==> src/rtl/sliding_window_event_assigner_core_macros.svh <==
// assertion macros for the sliding window event assigner
`ifndef SLIDING_WINDOW_EVENT_ASSIGNER_CORE_MACROS_SVH
`define SLIDING_WINDOW_EVENT_ASSIGNER_CORE_MACROS_SVH

// same-cycle implication, clocked on clk, off during reset
`define SWEA_ASSERT_NOW(label, ante, cons, msg) \
	label: assert property (@(posedge clk) disable iff (!arst_n) (ante) |-> (cons)) \
		else $error(msg);

// next-cycle implication, clocked on clk, off during reset
`define SWEA_ASSERT_NEXT(label, ante, cons, msg) \
	label: assert property (@(posedge clk) disable iff (!arst_n) (ante) |=> (cons)) \
		else $error(msg);

`endif

==> src/rtl/swea_pkg.sv <==
// shared types, constants and register codes for the sliding window event assigner
`timescale 1ns / 1ps

package swea_pkg;

	localparam int TIME_W = 31;
	localparam int REF_W = 32;
	localparam int TAG_W = 31;
	localparam int RANK_CNT_W = 9;
	localparam int RANK_W = 8;
	localparam int MAX_WINDOWS_PER_EVENT = 32;
	localparam int CNT_W = $clog2(MAX_WINDOWS_PER_EVENT + 1);
	localparam int DIV_W = 31;
	localparam int DIV_STEP_W = $clog2(DIV_W);
	localparam int ADDR_W = 4;
	localparam int DATA_W = 32;

	localparam logic [RANK_CNT_W-1:0] RANK_LIMIT = RANK_CNT_W'(256);

	// register indexes, taken from paddr[3:2]
	localparam logic [1:0] REG_SLIDE = 2'd0;
	localparam logic [1:0] REG_RANGE = 2'd1;
	localparam logic [1:0] REG_RANKS = 2'd2;

	localparam logic KIND_ASSIGN = 1'b0;
	localparam logic KIND_SUMMARY = 1'b1;

	typedef struct packed {
		logic [TIME_W-1:0] evt_stamp;
		logic [REF_W-1:0] event_ref;
		logic [TAG_W-1:0] message_tag;
		logic end_of_message;
	} evt_item_t;

	typedef struct packed {
		logic result_kind;
		logic [TIME_W-1:0] window_id;
		logic [RANK_W-1:0] target_rank;
		logic [REF_W-1:0] out_event_ref;
		logic [TAG_W-1:0] out_message_tag;
		logic [TIME_W-1:0] span_low;
		logic [TIME_W-1:0] span_high;
		logic last;
	} res_item_t;

	typedef struct packed {
		logic start;
		logic [DIV_W-1:0] dividend;
		logic [DIV_W-1:0] divisor;
	} div_req_t;

	typedef struct packed {
		logic busy;
		logic done;
		logic [DIV_W-1:0] quot;
		logic [DIV_W-1:0] rem;
	} div_rsp_t;

endpackage

==> src/rtl/swea_div.sv <==
// restoring divider, one quotient bit per cycle
`timescale 1ns / 1ps

module swea_div (
	input  logic               clk,
	input  logic               arst_n,
	input  swea_pkg::div_req_t req,
	output swea_pkg::div_rsp_t rsp
);

	localparam logic [swea_pkg::DIV_STEP_W-1:0] LAST_STEP =
		swea_pkg::DIV_STEP_W'(swea_pkg::DIV_W - 1);

	logic [swea_pkg::DIV_W-1:0] rem_q;
	logic [swea_pkg::DIV_W-1:0] quo_q;
	logic [swea_pkg::DIV_W-1:0] dsr_q;
	logic [swea_pkg::DIV_STEP_W-1:0] step_q;
	logic busy_q;
	logic done_q;

	logic [swea_pkg::DIV_W:0] shifted;
	logic [swea_pkg::DIV_W:0] diff;
	logic ge;

	always_comb begin
		shifted = {rem_q, quo_q[swea_pkg::DIV_W-1]};
		diff = shifted - {1'b0, dsr_q};
		ge = shifted >= {1'b0, dsr_q};
	end

	always_ff @(posedge clk or negedge arst_n) begin
		if (!arst_n) begin
			busy_q <= 1'b0;
			done_q <= 1'b0;
			step_q <= '0;
		end else begin
			done_q <= busy_q && !req.start && (step_q == LAST_STEP);
			if (req.start) begin
				busy_q <= 1'b1;
				step_q <= '0;
			end else if (busy_q) begin
				if (step_q == LAST_STEP) begin
					busy_q <= 1'b0;
				end else begin
					step_q <= step_q + 1'b1;
				end
			end
		end
	end

	always_ff @(posedge clk) begin
		if (req.start) begin
			rem_q <= '0;
			quo_q <= req.dividend;
			dsr_q <= req.divisor;
		end else if (busy_q) begin
			rem_q <= ge ? diff[swea_pkg::DIV_W-1:0] : shifted[swea_pkg::DIV_W-1:0];
			quo_q <= {quo_q[swea_pkg::DIV_W-2:0], ge};
		end
	end

	assign rsp.busy = busy_q;
	assign rsp.done = done_q;
	assign rsp.quot = quo_q;
	assign rsp.rem = rem_q;

endmodule

==> src/rtl/sliding_window_event_assigner_core.sv <==
// sliding window event assigner top level: sequencer, span tracking, result register
// per event: divisions for the newest window and the window count, then one for the rank
// unless the event has no window or the rank count is zero; up to 33 results per event
// a new event is accepted only in idle, after the last result of the previous one is loaded
// reset: registers go to slide 1, range 1, ranks 1; span low all ones, span high 0
`timescale 1ns / 1ps

`include "sliding_window_event_assigner_core_macros.svh"

module sliding_window_event_assigner_core (
	input  logic                              clk,
	input  logic                              arst_n,
	input  logic                              evt_valid,
	output logic                              evt_ready,
	input  swea_pkg::evt_item_t               evt,
	output logic                              res_valid,
	input  logic                              res_ready,
	output swea_pkg::res_item_t               res,
	input  logic                              psel,
	input  logic                              penable,
	input  logic                              pwrite,
	input  logic [swea_pkg::ADDR_W-1:0]       paddr,
	input  logic [swea_pkg::DATA_W-1:0]       pwdata,
	output logic [swea_pkg::DATA_W-1:0]       prdata,
	output logic                              pready
);

	typedef enum logic [6:0] {
		ST_IDLE     = 7'b0000001,
		ST_DIV_NEW  = 7'b0000010,
		ST_DIV_CNT  = 7'b0000100,
		ST_SPAN     = 7'b0001000,
		ST_DIV_RANK = 7'b0010000,
		ST_EMIT     = 7'b0100000,
		ST_SUMM     = 7'b1000000
	} state_t;

	localparam logic [swea_pkg::DIV_W-1:0] MAX_WIN =
		swea_pkg::DIV_W'(swea_pkg::MAX_WINDOWS_PER_EVENT);

	state_t state_q;

	logic [swea_pkg::TIME_W-1:0] slide_q;
	logic [swea_pkg::TIME_W-1:0] range_q;
	logic [swea_pkg::RANK_CNT_W-1:0] rank_cnt_q;

	logic [swea_pkg::TIME_W-1:0] low_q;
	logic [swea_pkg::TIME_W-1:0] high_q;

	logic [swea_pkg::TIME_W-1:0] newest_q;
	logic [swea_pkg::CNT_W-1:0] cnt_q;
	logic [swea_pkg::TIME_W-1:0] w_q;
	logic [swea_pkg::RANK_W-1:0] rank_q;
	logic [swea_pkg::REF_W-1:0] ref_q;
	logic [swea_pkg::TAG_W-1:0] tag_q;
	logic eom_q;

	swea_pkg::res_item_t res_q;
	logic res_valid_q;

	swea_pkg::div_req_t div_req;
	swea_pkg::div_rsp_t div_rsp;

	logic [swea_pkg::TIME_W-1:0] slide_eff;
	logic [swea_pkg::RANK_CNT_W-1:0] ranks_eff;
	logic accept;
	logic slot_free;
	logic load_asg;
	logic load_sum;
	logic at_newest;
	logic cfg_wr;
	logic [swea_pkg::TIME_W-1:0] back_w;
	logic [swea_pkg::TIME_W-1:0] clip_w;
	logic [swea_pkg::TIME_W-1:0] oldest;
	logic [swea_pkg::RANK_CNT_W-1:0] rank_inc;
	logic [swea_pkg::RANK_W-1:0] rank_nxt;

	swea_div u_div (
		.clk    (clk),
		.arst_n (arst_n),
		.req    (div_req),
		.rsp    (div_rsp)
	);

	always_comb begin
		slide_eff = (slide_q == '0) ? swea_pkg::TIME_W'(1) : slide_q;
		ranks_eff = (rank_cnt_q > swea_pkg::RANK_LIMIT) ? swea_pkg::RANK_LIMIT : rank_cnt_q;
		accept = evt_valid && evt_ready;
		slot_free = !res_valid_q || res_ready;
		load_asg = (state_q == ST_EMIT) && slot_free;
		load_sum = (state_q == ST_SUMM) && slot_free;
		at_newest = w_q == newest_q;
		cfg_wr = psel && penable && pwrite;
		back_w = swea_pkg::TIME_W'(cnt_q - 1'b1);
		clip_w = (back_w < newest_q) ? back_w : newest_q;
		oldest = newest_q - clip_w;
		rank_inc = {1'b0, rank_q} + 1'b1;
		rank_nxt = ((ranks_eff == '0) || (rank_inc == ranks_eff)) ? '0
			: rank_inc[swea_pkg::RANK_W-1:0];
	end

	always_comb begin
		div_req = '0;
		case (state_q)
			ST_IDLE: begin
				div_req.start = accept;
				div_req.dividend = evt.evt_stamp;
				div_req.divisor = slide_eff;
			end
			ST_DIV_NEW: begin
				div_req.start = div_rsp.done;
				div_req.dividend = range_q;
				div_req.divisor = slide_eff;
			end
			ST_SPAN: begin
				div_req.start = (cnt_q != '0) && (ranks_eff != '0);
				div_req.dividend = oldest;
				div_req.divisor = swea_pkg::DIV_W'(ranks_eff);
			end
			default: begin
				div_req = '0;
			end
		endcase
	end

	assign evt_ready = state_q == ST_IDLE;

	always_ff @(posedge clk or negedge arst_n) begin
		if (!arst_n) begin
			state_q <= ST_IDLE;
			res_valid_q <= 1'b0;
			low_q <= '1;
			high_q <= '0;
			slide_q <= swea_pkg::TIME_W'(1);
			range_q <= swea_pkg::TIME_W'(1);
			rank_cnt_q <= swea_pkg::RANK_CNT_W'(1);
		end else begin
			if (cfg_wr) begin
				case (paddr[3:2])
					swea_pkg::REG_SLIDE: slide_q <= pwdata[swea_pkg::TIME_W-1:0];
					swea_pkg::REG_RANGE: range_q <= pwdata[swea_pkg::TIME_W-1:0];
					swea_pkg::REG_RANKS: rank_cnt_q <= pwdata[swea_pkg::RANK_CNT_W-1:0];
					default: begin
					end
				endcase
			end
			if (load_asg || load_sum) begin
				res_valid_q <= 1'b1;
			end else if (res_valid_q && res_ready) begin
				res_valid_q <= 1'b0;
			end
			case (state_q)
				ST_IDLE: begin
					if (accept) begin
						state_q <= ST_DIV_NEW;
					end
				end
				ST_DIV_NEW: begin
					if (div_rsp.done) begin
						state_q <= ST_DIV_CNT;
					end
				end
				ST_DIV_CNT: begin
					if (div_rsp.done) begin
						state_q <= ST_SPAN;
					end
				end
				ST_SPAN: begin
					if (cnt_q == '0) begin
						state_q <= eom_q ? ST_SUMM : ST_IDLE;
					end else begin
						if (newest_q > high_q) begin
							high_q <= newest_q;
						end
						if (oldest < low_q) begin
							low_q <= oldest;
						end
						state_q <= (ranks_eff != '0) ? ST_DIV_RANK : ST_EMIT;
					end
				end
				ST_DIV_RANK: begin
					if (div_rsp.done) begin
						state_q <= ST_EMIT;
					end
				end
				ST_EMIT: begin
					if (load_asg && at_newest) begin
						state_q <= eom_q ? ST_SUMM : ST_IDLE;
					end
				end
				ST_SUMM: begin
					if (load_sum) begin
						low_q <= '1;
						high_q <= '0;
						state_q <= ST_IDLE;
					end
				end
				default: begin
					state_q <= ST_IDLE;
				end
			endcase
		end
	end

	always_ff @(posedge clk) begin
		if (accept) begin
			ref_q <= evt.event_ref;
			tag_q <= evt.message_tag;
			eom_q <= evt.end_of_message;
		end
		if ((state_q == ST_DIV_NEW) && div_rsp.done) begin
			newest_q <= div_rsp.quot;
		end
		if ((state_q == ST_DIV_CNT) && div_rsp.done) begin
			cnt_q <= (div_rsp.quot > MAX_WIN) ? swea_pkg::CNT_W'(swea_pkg::MAX_WINDOWS_PER_EVENT)
				: div_rsp.quot[swea_pkg::CNT_W-1:0];
		end
		if (state_q == ST_SPAN) begin
			w_q <= oldest;
			rank_q <= '0;
		end
		if ((state_q == ST_DIV_RANK) && div_rsp.done) begin
			rank_q <= div_rsp.rem[swea_pkg::RANK_W-1:0];
		end
		if (load_asg) begin
			res_q.result_kind <= swea_pkg::KIND_ASSIGN;
			res_q.window_id <= w_q;
			res_q.target_rank <= rank_q;
			res_q.out_event_ref <= ref_q;
			res_q.out_message_tag <= tag_q;
			res_q.span_low <= '0;
			res_q.span_high <= '0;
			res_q.last <= at_newest && !eom_q;
			if (!at_newest) begin
				w_q <= w_q + 1'b1;
				rank_q <= rank_nxt;
			end
		end
		if (load_sum) begin
			res_q.result_kind <= swea_pkg::KIND_SUMMARY;
			res_q.window_id <= '0;
			res_q.target_rank <= '0;
			res_q.out_event_ref <= '0;
			res_q.out_message_tag <= tag_q;
			res_q.span_low <= low_q;
			res_q.span_high <= high_q;
			res_q.last <= 1'b1;
		end
	end

	always_comb begin
		case (paddr[3:2])
			swea_pkg::REG_SLIDE: prdata = swea_pkg::DATA_W'(slide_q);
			swea_pkg::REG_RANGE: prdata = swea_pkg::DATA_W'(range_q);
			swea_pkg::REG_RANKS: prdata = swea_pkg::DATA_W'(rank_cnt_q);
			default: prdata = '0;
		endcase
	end

	assign pready = 1'b1;
	assign res_valid = res_valid_q;
	assign res = res_q;

	`SWEA_ASSERT_NEXT(a_accept_starts_div, accept, div_rsp.busy, "divider idle after transfer")
	`SWEA_ASSERT_NOW(a_summary_last, res_valid && (res.result_kind == swea_pkg::KIND_SUMMARY), res.last, "summary without last")
	`SWEA_ASSERT_NOW(a_rank_bound, res_valid && (res.result_kind == swea_pkg::KIND_ASSIGN) && (ranks_eff != '0), {1'b0, res.target_rank} < ranks_eff, "target rank out of range")

endmodule

==> config.mk <==
export PLATFORM = sky130hd
export DESIGN_NAME = sliding_window_event_assigner_core
export DESIGN_NICKNAME = d
export VERILOG_FILES = /design/src/rtl/swea_pkg.sv /design/src/rtl/swea_div.sv /design/src/rtl/sliding_window_event_assigner_core.sv
export VERILOG_INCLUDE_DIRS = /design/src /design/src/rtl
export SDC_FILE = /design/constraint.sdc
export NUM_CORES = 1
export LEC_CHECK = 0
export BUFFER_PORTS_ARGS = -buffer_cell sky130_fd_sc_hd__buf_4
export CAP_MARGIN = 30
export CORE_MARGIN = 3
export CORE_UTILIZATION = 50
export CTS_CLUSTER_DIAMETER = 120
export DETAILED_ROUTE_END_ITERATION = 6
export GPL_TIMING_DRIVEN = 0
export PLACE_DENSITY = 0.73
export SETUP_SLACK_MARGIN = 0.02
export SLEW_MARGIN = 20
export SYNTH_ARGS = -nofsm -noshare
export SYNTH_HDL_FRONTEND = slang
export SYNTH_SLANG_ARGS = --single-unit
==> constraint.sdc <==
create_clock -name clk -period 22.3 [get_ports clk]
set_clock_uncertainty 0.15 [all_clocks]
set_input_delay 2.23 -clock clk [delete_from_list [all_inputs] [get_ports clk]]
set_output_delay 2.23 -clock clk [all_outputs]
set_load 0.01 [all_outputs]
==> results of run 1 <==
[layer usage]
layer | share of wire | wire length (um) | up-vias
li1 | - | - | 11332
met1 | 0.40 | 36310 | 11877
met4 | 0.054 | 4917 | 4
met3 | 0.072 | 6570 | 258
met2 | 0.48 | 43880 | 1002
met5 | 0.00031 | 28 | -
[cell families (layout without fill, tap and decap cells)]
logic type	Yosys count	count (layout)	synth area share
buf+inv	338	790	0.04597
other cells	2	2	0.0002620
mux	118	118	0.04444
fa+ha+maj	159	159	0.06994
xor+xnor	105	105	0.03235
simple gates	892	892	0.1434
compound gates	763	763	0.1648
flops	547	547	0.4989
[synth_stat cells (8+ instances only)]
master and number:
a21oi_1 300, nor2_1 290, edfxtp_1 256, nand2_1 254
o21ai_0 182, inv_1 170, ha_1 157, dfxtp_1 143
clkbuf_1 123, dfrtp_1 113, nand3_1 103, mux2_2 74
and2_1 62, xnor2_1 60, a21o_1 46, mux2i_1 44
nand4_1 44, xor2_1 44, a41oi_1 37, and3_1 35
dfstp_2 35, buf_2 30, a222oi_1 25, nor3_1 24
nor4_1 22, a211oi_1 20, o21a_1 17, o22ai_1 14
o211ai_1 13, nor2b_1 12, a22o_1 11, a31oi_1 11
buf_1 11, o21ai_1 8, o31ai_1 8
[report_power, final]
part / switching (mW) / internal, mW / total (mW)
Clock: 0.418 / 0.600 / 1.02
Combinational: 0.514 / 0.373 / 0.887
Sequential: 0.129 / 1.24 / 1.37
Total: 1.06 / 2.21 / 3.28
[state kept, by name, indices dropped and copies added (netlist names), 5 cells and up]
register and cells:
res 166, ref_q 32, high_q 31, low_q 31, newest_q 31, range_q 31
slide_q 31, tag_q 31, u_div.dsr_q 31, u_div.quo_q 31, u_div.rem_q 31, w_q 31
rank_cnt_q 9, rank_q 8, state_q 7, cnt_q 6, u_div.step_q 5
[how the worst min path moves through the flow]
stage | endpoint | slack, ns | cells past startpoint
after floorplan | res[0] | 0.30 | 1
after global placement | res[165] | 0.29 | 2
after detailed placement | res[165] | 0.29 | 2
after CTS | res[113] | 0.31 | 2
after global routing | res[113] | 0.33 | 2
final | res[158] | 0.30 | 2
[cell type report]
type / instances / share of cell area
inverters: 171 / 0.01879
plain buffers: 167 / 0.01988
multi-input cells: 2039 / 0.3809
flip-flops and latches: 547 / 0.4168
repair buffers: 341 / 0.07733
well taps: 756 / 0.02758
clock buffers: 81 / 0.04695
clock inverters: 30 / 0.01178
[worst min-delay path: stages (launching register included)]
cell and delay, ns:
dfxtp_1 0.31, nand2_1 0.05, a21oi_1 0.05
[per-stage QoR]
| step | cells | hold slack (ns) | area [um2] | util | total power, mW |
|---|---|---|---|---|---|
| final | 4132 | 0.3022 | 34300 | 0.6072 | 3.276 |
| after global routing | 4132 | 0.3264 | 34300 | 0.6072 | 3.433 |
| after CTS | 4131 | 0.3061 | 34290 | 0.6070 | 3.269 |
| after detailed placement | 4020 | 0.2923 | 32280 | 0.5714 | 2.253 |
| after global placement | 4011 | 0.2857 | 32090 | 0.5680 | 2.228 |
| after floorplan | 2924 | 0.2990 | 28660 | - | 1.971 |
[cells in the final DEF, fill, tap and decap left out, types with 23 or more instances in the layout]
cell	instances
dfxtp_1	143
buf_4	338
mux2_2	74
nor3_1	23
a41oi_1	37
mux2i_1	44
and2_1	62
nand2_1	253
clkbuf_1	138
and3_1	35
a21oi_1	300
o21ai_0	182
nand4_1	44
xor2_1	44
xnor2_1	60
buf_2	30
a222oi_1	25
a21o_1	46
edfxtp_1	256
inv_1	169
dfrtp_1	113
dfstp_2	35
ha_1	157
nor2_1	290
nand3_1	103
clkbuf_16	60
==> results.json, run 1 <==
{
  "status": "finished with violations",
  "violations": "design-rule violations",
  "wl_per_cell_um": 22.19,
  "core_mm2": 0.05650,
  "clock_latency_ns": 0.63,
  "top_usage_layer": "met2",
  "cp.arrival_ns": 11.29,
  "root_buffer": "clkbuf_16",
  "syn_area_per_cell_um2": 9.801,
  "synth_seq_cells": 547,
  "regToRegSetupSlack_ns": 11.39,
  "grt_pass1_wl_mm": 138.1,
  "drv_cap": 0,
  "crit_end": "low_q[3]",
  "area_growth_syn_to_layout_pct": 19.69,
  "holdCritPathClass": "register to register",
  "synth_nets": 3221,
  "wl_mm": 91.70,
  "die-area_mm2": 0.06023,
  "r2r_cells": 38,
  "startpoint": "cnt_q[0]",
  "cts_tree": "done",
  "met1_usage": 0.3743,
  "first_global_vias": 23901,
  "cp.depth": 38,
  "diodes": 0,
  "ys.flop_type": "edfxtp_1",
  "multi_input_area_mm2": 0.01307,
  "yosysUniqueCellTypes": 84,
  "antenna_found_initial": 2,
  "max-slew-margin-rel": 0.2399,
  "hold_buffers": 0,
  "viasPerCell": 5.923,
  "cts_buffers": 59,
  "rsz0062_at_grt": "no",
  "gp_congestion": 0.9859,
  "vdd_drop_max_mv": 0.07169,
  "port_buffers": 331,
  "drt-pass1-iter-count": 7,
  "drc_errors": 9,
  "clkTransAtPathRegs_ns": 0.06,
  "h-tree-depth": 2,
  "drtIter0Drc": 2223,
  "timing.rr.end": "low_q[3]",
  "hpwl_mm": 71.09,
  "use_met3": 0.04950,
  "startpoint_type": "register",
  "hold_viol": 0,
  "grt_use_total": 0.2965,
  "yosysSeqAreaShare": 0.4989,
  "clock.fmax_mhz": 91.69,
  "start_util": 0.5073,
  "endpoint_kind": "register",
  "setup-tns-final_ns": 0,
  "cts_resized": 0,
  "period_share": 0.4891,
  "grt_overflow_total": 0,
  "yosys.area.top_type": "edfxtp_1",
  "post-place-ws_ns": 11.70,
  "grt_max_degree": 82,
  "clockBufferDepth": 3,
  "finalSetupViolations": 0,
  "worstPathRequired_ns": 22.68,
  "cpLargestDelayFamily": "buffers and inverters",
  "rows": 87,
  "clkSinkCount": 547,
  "postRouteAntennaNets": 0,
  "ys_warn_count": 0,
  "drv_slew": 0,
  "netlist.area_leader.share": 0.2682,
  "chipWidth_um": 245.4,
  "filler_cell_count": 4823,
  "fin_crit_ns": 10.91,
  "syn-cell-area_mm2": 0.02866,
  "vias": 24473,
  "path_buf_inv": 9,
  "crit_slowest_cell": "xor2_1",
  "leakage_nw": 14.16,
  "num-nets-final": 3623,
  "regArea_mm2": 0.01430,
  "synth_edf_count": 256,
  "synth_cells": 2924,
  "met2_usage": 0.4970,
  "powerDensity_mw_per_mm2": 95.51,
  "synthTopCellsByArea": "edfxtp_1 27%, dfxtp_1 10%, dfrtp_1 9.9%, ha_1 6.9%, a21oi_1 5.2%",
  "cts_setup_buffers": 0,
  "critPathKind": "register to register",
  "hold_start": "res[158]",
  "worstMarginPinSlew_ns": 1.132,
  "max_stage_delay_ns": 0.75,
  "die_y_um": 245.4,
  "async_reset_ff_frac": 0.2706,
  "crit_path_max_fanout": 34,
  "finalWorstSetupSlack_ns": 11.39,
  "drive_gt1_frac": 0.1792,
  "top_level_ports": 339,
  "rr_startpoint": "cnt_q[0]"
}
No activity file was read; power rests on OpenSTA's default activity.
==> inputs of run 2 (changes only) <==
- ABC_AREA: not set -> 1
- clock period: 22.3 -> 11.25 ns (I/O delays scaled with it)
==> results.json, run 2 <==
{
  "r2r_cells": 38,
  "ys_warn_count": 0,
  "antenna_found_initial": 2,
  "fin_util": 0.6077,
  "cts_tree": "done",
  "yosys.area.top_type": "edfxtp_1",
  "cts_resized": 0,
  "hold_viol": 0,
  "synth_cells": 3543,
  "crit_slowest_cell": "nor3_4",
  "async_reset_ff_frac": 0.2706,
  "wl_mm": 96.33,
  "ys.flop_type": "edfxtp_1",
  "filler_cell_count": 5227,
  "setup-tns-final_ns": 0,
  "chipWidth_um": 248.5,
  "crit_end": "low_q[2]",
  "largest_register_ffs": 166,
  "drt-pass1-iter-count": 6,
  "root_buffer": "clkbuf_16",
  "h-tree-depth": 2,
  "critPathKind": "register to register",
  "vias": 26333,
  "grt_overflow_total": 0,
  "postRouteAntennaNets": 0,
  "worstMarginPinSlew_ns": 0.9646,
  "regToRegSetupSlack_ns": 3.60,
  "yosysMostFrequentCell": "nand2_1",
  "grt_max_degree": 87,
  "rows": 88,
  "clkSinkCount": 547,
  "core_mm2": 0.05792,
  "rsz0062_at_grt": "no",
  "synthAdderAreaFrac": 0.06818,
  "synth_edf_count": 256,
  "hpwl_mm": 75.13,
  "fin_crit_ns": 7.653,
  "syn-cell-area_mm2": 0.02940,
  "yosysSeqAreaShare": 0.4863,
  "synthTopCellsByArea": "edfxtp_1 26%, dfxtp_1 9.7%, dfrtp_1 9.6%, nand2_1 9.6%, ha_1 6.7%",
  "synth_xor_area_frac": 0.02562,
  "viasPerCell": 5.533,
  "leakage_nw": 16.17,
  "startpoint_type": "register",
  "timing.rr.end": "low_q[2]",
  "hold_buffers": 0,
  "vdd_drop_max_mv": 0.1585,
  "area_growth_syn_to_layout_pct": 19.71,
  "top_level_ports": 339,
  "die-area_mm2": 0.06175,
  "start_util": 0.5076,
  "period_share": 0.6803,
  "clkTransAtPathRegs_ns": 0.06,
  "powerDensity_mw_per_mm2": 192.7,
  "die_y_um": 248.5,
  "synth-compound-area-share": 0.1230,
  "synthTopCellsByCount": "753 x nand2_1, 443 x nor2_1, 432 x inv_1",
  "wl_per_cell_um": 20.24,
  "synth_top_family_by_area": "simple AND/OR/NAND/NOR gates",
  "clockBufferDepth": 3,
  "rr_startpoint": "cnt_q[0]",
  "max-slew-margin-rel": 0.3569,
  "yosysUniqueCellTypes": 63,
  "endpoint_kind": "register",
  "worstPathRequired_ns": 11.66,
  "mostFrequentLayoutCells": "752 x nand2_1, 442 x nor2_1, 431 x inv_1, 339 x buf_4, 256 x edfxtp_1",
  "cp_common_cell": "nand2_1",
  "drive_gt1_frac": 0.1492,
  "cpLargestDelayFamily": "simple AND/OR/NAND/NOR gates",
  "drtIter0Drc": 2686,
  "max_stage_delay_ns": 0.57,
  "clock_latency_ns": 0.66,
  "port_buffers": 333,
  "cp.depth": 38,
  "gp_congestion": 1.019,
  "syn_area_per_cell_um2": 8.298,
  "drv_slew": 0,
  "diodes": 0,
  "drc_errors": 0,
  "synth.area.mux_share": 0,
  "first_global_vias": 24781,
  "synth_seq_cells": 547,
  "mostFrequentLayoutCell": "nand2_1",
  "status": "complete, no violations",
  "cp.arrival_ns": 8.06,
  "num-nets-final": 4240,
  "netlist.area_leader.share": 0.2615,
  "grt_pass1_wl_mm": 145.3,
  "finalSetupViolations": 0,
  "clock.fmax_mhz": 130.7,
  "cts_setup_buffers": 0,
  "startpoint": "cnt_q[0]",
  "grt_use_total": 0.3015,
  "synth-simple-area-share": 0.2181,
  "crit_path_max_fanout": 19,
  "drv_cap": 0,
  "holdCritPathClass": "input pin to asynchronous set/reset pin",
  "synth_nets": 3840,
  "cts_buffers": 59,
  "path_buf_inv": 6
}
-- run 2: cell types whose count changed in the layout (fill, tap and decap cells not counted), moves of 30 or more --
cell / previous run / this run
and3_1: 35 / 2
nand3_1: 103 / 185
a41oi_1: 37 / 1
nor2_1: 290 / 442
a21oi_1: 300 / 229
mux2i_1: 44 / 0
a21o_1: 46 / 10
and2_1: 62 / 1
nand2_1: 253 / 752
o21ai_0: 182 / 253
xnor2_1: 60 / 30
mux2_2: 74 / 0
inv_1: 169 / 431
clkbuf_1: 138 / 84
-- run 2: layout make-up --
type,count,area (um2),area share
flip-flops and latches,547,14300,0.4062
clock buffers,81,1670,0.04746
well taps,765,957.2,0.02720
inverters,445,1675,0.04760
repair buffers,339,2636,0.07490
clock inverters,31,513.0,0.01458
plain buffers,135,636.9,0.01810
multi-input cells,2416,12810,0.3639
-- run 2: worst min path at each step --
stage,start,slack (ns),to,cells past startpoint
final,arst_n,0.25,high_q[0],1
after global routing,arst_n,0.27,high_q[0],1
after CTS,arst_n,0.25,high_q[0],1
after detailed placement,res[165],0.29,res[165],2
after global placement,res[165],0.28,res[165],2
after floorplan,u_div.rem_q[30],0.29,u_div.rem_q[30],2
-- run 2: stage by stage --
stage / hold WS, ns / cells / cell area [um2] / setup WS (ns) / power (mW)
after floorplan: 0.2885 / 3543 / 29400 / 5.328 / 3.963
after global placement: 0.2822 / 4641 / 32860 / 3.611 / 4.566
after detailed placement: 0.2931 / 4647 / 33010 / 3.892 / 4.605
after CTS: 0.2537 / 4759 / 35200 / 3.770 / 6.761
after global routing: 0.2747 / 4759 / 35200 / 3.020 / 7.110
final: 0.2495 / 4759 / 35200 / 3.597 / 6.782
-- run 2: logic make-up after synthesis --
kind of cell | count (synthesis)
buf+inv | 580
other cells | 2
xor+xnor | 86
compound gates | 639
fa+ha+maj | 159
simple gates | 1530
flops | 547
-- run 2: power breakdown --
part	leakage [nW]	switching, mW	internal, mW
clock	1.05	0.859	1.30
sequential	5.47	0.207	2.45
combinational	9.65	1.28	0.685
-- run 2: per-layer routing --
layer | track usage | share of wire | vias to the layer above | routed length, um
li1 | - | - | 12569 | -
met1 | 0.4205 | 0.43 | 12437 | 41070
met2 | 0.4718 | 0.45 | 1141 | 42990
met3 | 0.06391 | 0.094 | 186 | 9083
met4 | 0.09571 | 0.033 | 0 | 3190
met5 | 0 | 0 | - | 0
